**src/hw/rtl/gathered_block_update_unit_assert.svh**
```systemverilog
// Assertion macros for the gathered block update unit.
// Included by the modules that carry concurrent checks; no other dependencies.
`ifndef GATHERED_BLOCK_UPDATE_UNIT_ASSERT_SVH
`define GATHERED_BLOCK_UPDATE_UNIT_ASSERT_SVH
`ifndef NO_ASSERTIONS
`define GBU_ASSERT_IMP(lbl, clk, rst, ante, cons) \
   lbl: assert property (@(posedge clk) disable iff (rst) (ante) |-> (cons)) \
      else $error("gbu assertion failed");
`define GBU_ASSERT_NXT(lbl, clk, rst, ante, cons) \
   lbl: assert property (@(posedge clk) disable iff (rst) (ante) |=> (cons)) \
      else $error("gbu assertion failed");
`else
`define GBU_ASSERT_IMP(lbl, clk, rst, ante, cons)
`define GBU_ASSERT_NXT(lbl, clk, rst, ante, cons)
`endif
`endif

```
**src/hw/rtl/gbu_ram.sv**
```systemverilog
// Generic single-write, single-read synchronous RAM with registered read data.
// No dependencies.
module gbu_ram #(
   parameter int WIDTH = 64,
   parameter int DEPTH = 16,
   localparam int AW = (DEPTH > 1) ? $clog2(DEPTH) : 1
) (
   input  logic             clock,
   input  logic             we,
   input  logic [AW-1:0]    waddr,
   input  logic [WIDTH-1:0] wdata,
   input  logic             re,
   input  logic [AW-1:0]    raddr,
   output logic [WIDTH-1:0] rdata
);

   logic [WIDTH-1:0] mem [DEPTH];
   logic [WIDTH-1:0] rdata_ff;

   always_ff @(posedge clock) begin
      if (we) begin
         mem[waddr] <= wdata;
      end
      if (re) begin
         rdata_ff <= mem[raddr];
      end
   end

   assign rdata = rdata_ff;

endmodule

```
**config.mk**
```make
export PLATFORM = sky130hd
export DESIGN_NAME = gbu_ram
export DESIGN_NICKNAME = d
export VERILOG_FILES = /design/src/hw/rtl/gathered_block_update_unit_assert.svh /design/src/hw/rtl/gbu_ram.sv
export SDC_FILE = /design/constraint.sdc
export NUM_CORES = 1
export LEC_CHECK = 0
export ABC_AREA = 1
export ABC_CLOCK_PERIOD_IN_PS = 4440
export BUFFER_PORTS_ARGS = -buffer_cell sky130_fd_sc_hd__buf_4
export CAP_MARGIN = 20
export CORE_UTILIZATION = 40
export CTS_CLUSTER_DIAMETER = 200
export DETAILED_ROUTE_END_ITERATION = 8
export GPL_TIMING_DRIVEN = 0
export RECOVER_POWER = 50
export SLEW_MARGIN = 20
export SYNTH_ARGS = -nofsm -noshare
export SYNTH_HDL_FRONTEND = slang
export SYNTH_SLANG_ARGS = --single-unit
export TNS_END_PERCENT = 50
```
**constraint.sdc**
```tcl
create_clock -name clock -period 4.44 [get_ports clock]
set_input_delay 0.888 -clock clock [delete_from_list [all_inputs] [get_ports clock]]
set_output_delay 0.888 -clock clock [all_outputs]
set_load 0.005 [all_outputs]
```
==> flow_summary.toml <==
[detailed_routing]
vias = 30900
drc = 0
drt_iter0_markers = 3708
wl_per_cell_um = 22.7
routed_wirelength_mm = 138
vias_per_cell = 5.07
dr.pass1.iters = 6
ant_nets = 0

[sta]
min_period_ns = 2.89
setup_viol = 0
tns_ns = 0
timing.fmax_ghz = 0.347
finalHoldWorstSlack_ns = 0.688
rsz0062_at_grt = "no"
maxSlewViolCount = 65
worst_pin_slew_ns = 2.02
fin_crit_sh_pct = 65.0
fin_skew_ns = 0.0257
finalHoldViolCount = 0
slew-limit-headroom_pct = -35.0

[placed_design]
portBuffers = 136
routabilityCongestion = 0.822
hpwlAfterDp_mm = 90.8

[clocking]
cts_setup_buffers = 0
cts-hold-fix-buffers = 0
clk_latency_ns = 0.69
cts_buffer_depth = 3
cts.root.buffer_cell = "clkbuf_16"
cts.sinks = 1088
clk_pin_slew_ns = 0.06
cts.htree.levels = 3
cts_buffers = 113
cts_tree = "done"
cts_resized = 0

[power_and_ir_drop]
p_switching_mw = 5.16
p_int_mw = 17.2
power.density_nw_per_um2 = 419
p_sw_share_pct = 23.1
vdd_drop_max_uv = 354
clockPowerShare_pct = 40.8
p_seq_share_pct = 52.0
power.leakage_nw = 22.4
combPwrFrac_pct = 7.2

[run_status]
violations = "max-capacitance violations, max-slew violations"
status = "complete, but fails checks"

[global_routing]
track_usage_pct = 23.6
grt_max_degree = 65
grt_pass1_vias = 29400
grt_antenna_before_repair = 10
grt.overflow.total = 0
grt_pass1_wl_mm = 198

[die]
die_x_um = 341
die_h_um = 341
io_pins = 139
core-area_sq_um = 113000
rows = 123
dieArea_sq_um = 116000
start_util_pct = 40.6

[worst_setup_path]
arrival_ns = 3.23
path_class = "input port to flop"
slowest_stage = "clkbuf_1"
timing.critical_path.buf_inv = 4
critPathRequiredTime_ns = 4.78
path_max_fanout = 10
cp_top_family = "buffers and inverters"
path_cells = "buf_4 > inv_1 > clkbuf_1 > clkbuf_1 > nand3_1 > nand3_1 > nand2_1"
cp-start-kind = "input port"
end_kind = "flop"
cpPeakStageDelay_ns = 0.88

[yosys]
synth_fp_nets = 4285
synth_cell_type_count = 14
ys_ff_latch = 1088
yosys_warnings = 0
ys_seq_area_share_pct = 71.1
netlist_area_sq_um = 45900
syn_area_per_cell_sq_um = 10.9
synthCells = 4210

[job]
maxCapViolCount = 1

[layout]
nNetsFinal = 4590
area_growth_pct = 16.2
drive_above_1_share_pct = 10.2
fill_cells = 10100

[worst_hold_path]
hp-class = "input port to flop"
==> placed cells by master (no fill, tap or decap), types with 28 or more instances in the layout <==
master | synthesis | layout
nand2_1 | 1349 | 1349
edfxtp_1 | 1088 | 1088
inv_1 | 771 | 771
nand3_1 | 769 | 769
clkbuf_16 | 0 | 117
buf_2 | 116 | 116
clkbuf_1 | 21 | 113
buf_4 | 16 | 86
buf_6 | 46 | 46
buf_12 | 0 | 33
clkinv_1 | 0 | 28
==> power by group through the flow <==
stage | Combinational (mW) | Clock [mW] | Sequential (mW)
3_3_place_gp | 1.56 | 0 | 11.9
2_1_floorplan | 0.773 | 0 | 11.9
4_1_cts | 1.64 | 9.21 | 11.6
3_5_place_dp | 1.63 | 0 | 11.8
5_1_grt | 1.74 | 9.58 | 11.6
6_report | 1.62 | 9.13 | 11.6
==> area by class of cell <==
type / instances / area, sq um / share of cell area [%]
Sequential cell: 1088 / 32700 / 61.2
Multi-Input combinational cell: 2137 / 9090 / 17.0
Clock buffer: 144 / 3030 / 5.67
Inverter: 774 / 2910 / 5.45
Timing Repair Buffer: 190 / 1970 / 3.68
Tap cell: 1500 / 1880 / 3.52
Buffer: 211 / 1360 / 2.54
Clock inverter: 62 / 483 / 0.905
Antenna cell: 3 / 7.51 / 0.0141
==> registers in the layout, indices dropped and copies added, names as in the netlist <==
signal and cells:
rdata 64, mem 1024
==> synth_stat cells <==
library cell     n  area share [%]
buf_4           16            0.26
buf_6           46             1.1
nand2_1       1349              11
nand3b_1         2           0.033
nor2_1          17            0.14
edfxtp_1      1088              71
buf_8            1           0.033
clkbuf_1        21            0.17
inv_6            1           0.019
inv_2            2           0.016
buf_2          116             1.3
inv_1          771             6.3
buf_1           11           0.090
nand3_1        769             8.4
==> per-layer routing <==
metal	vias up	global-route usage, %	wire [um]
li1	14300	-	-
met1	14700	31.9	55300
met2	1617	37.9	64200
met3	278	5.27	14500
met4	12	7.62	4280
met5	-	0	74
==> stage by stage <==
step	util (%)	total power [mW]	instances	worst slack (ns)	instance area, sq um
floorplan	-	12.6	4210	0.173	45900
global placement	43.2	13.4	5846	-3.72	48800
detailed placement	44.4	13.5	5900	1.04	50200
CTS	47.5	22.5	6106	1.76	53700
global route	47.2	23.0	6106	1.62	53400
finish	47.2	22.4	6109	1.55	53400
==> kinds of logic after synthesis <==
group | Yosys count | synth area share [%]
AND/OR/NAND/NOR | 2137 | 19.6
flip-flops | 1088 | 71.1
buffers and inverters | 985 | 9.28
==> worst paths after layout <==
kind	start	end	slack, ns	cells after the start
max	raddr[2]	rdata[1]$_DFFE_PP_	1.55	7
min	wdata[40]	mem[13][40]$_DFFE_PP_	0.69	1
max reg2reg	mem[3][30]$_DFFE_PP_	rdata[30]$_DFFE_PP_	3.06	6
min reg2reg	mem[10][46]$_DFFE_PP_	rdata[46]$_DFFE_PP_	0.73	6
Note: power is estimated with default switching activity, not from simulation.
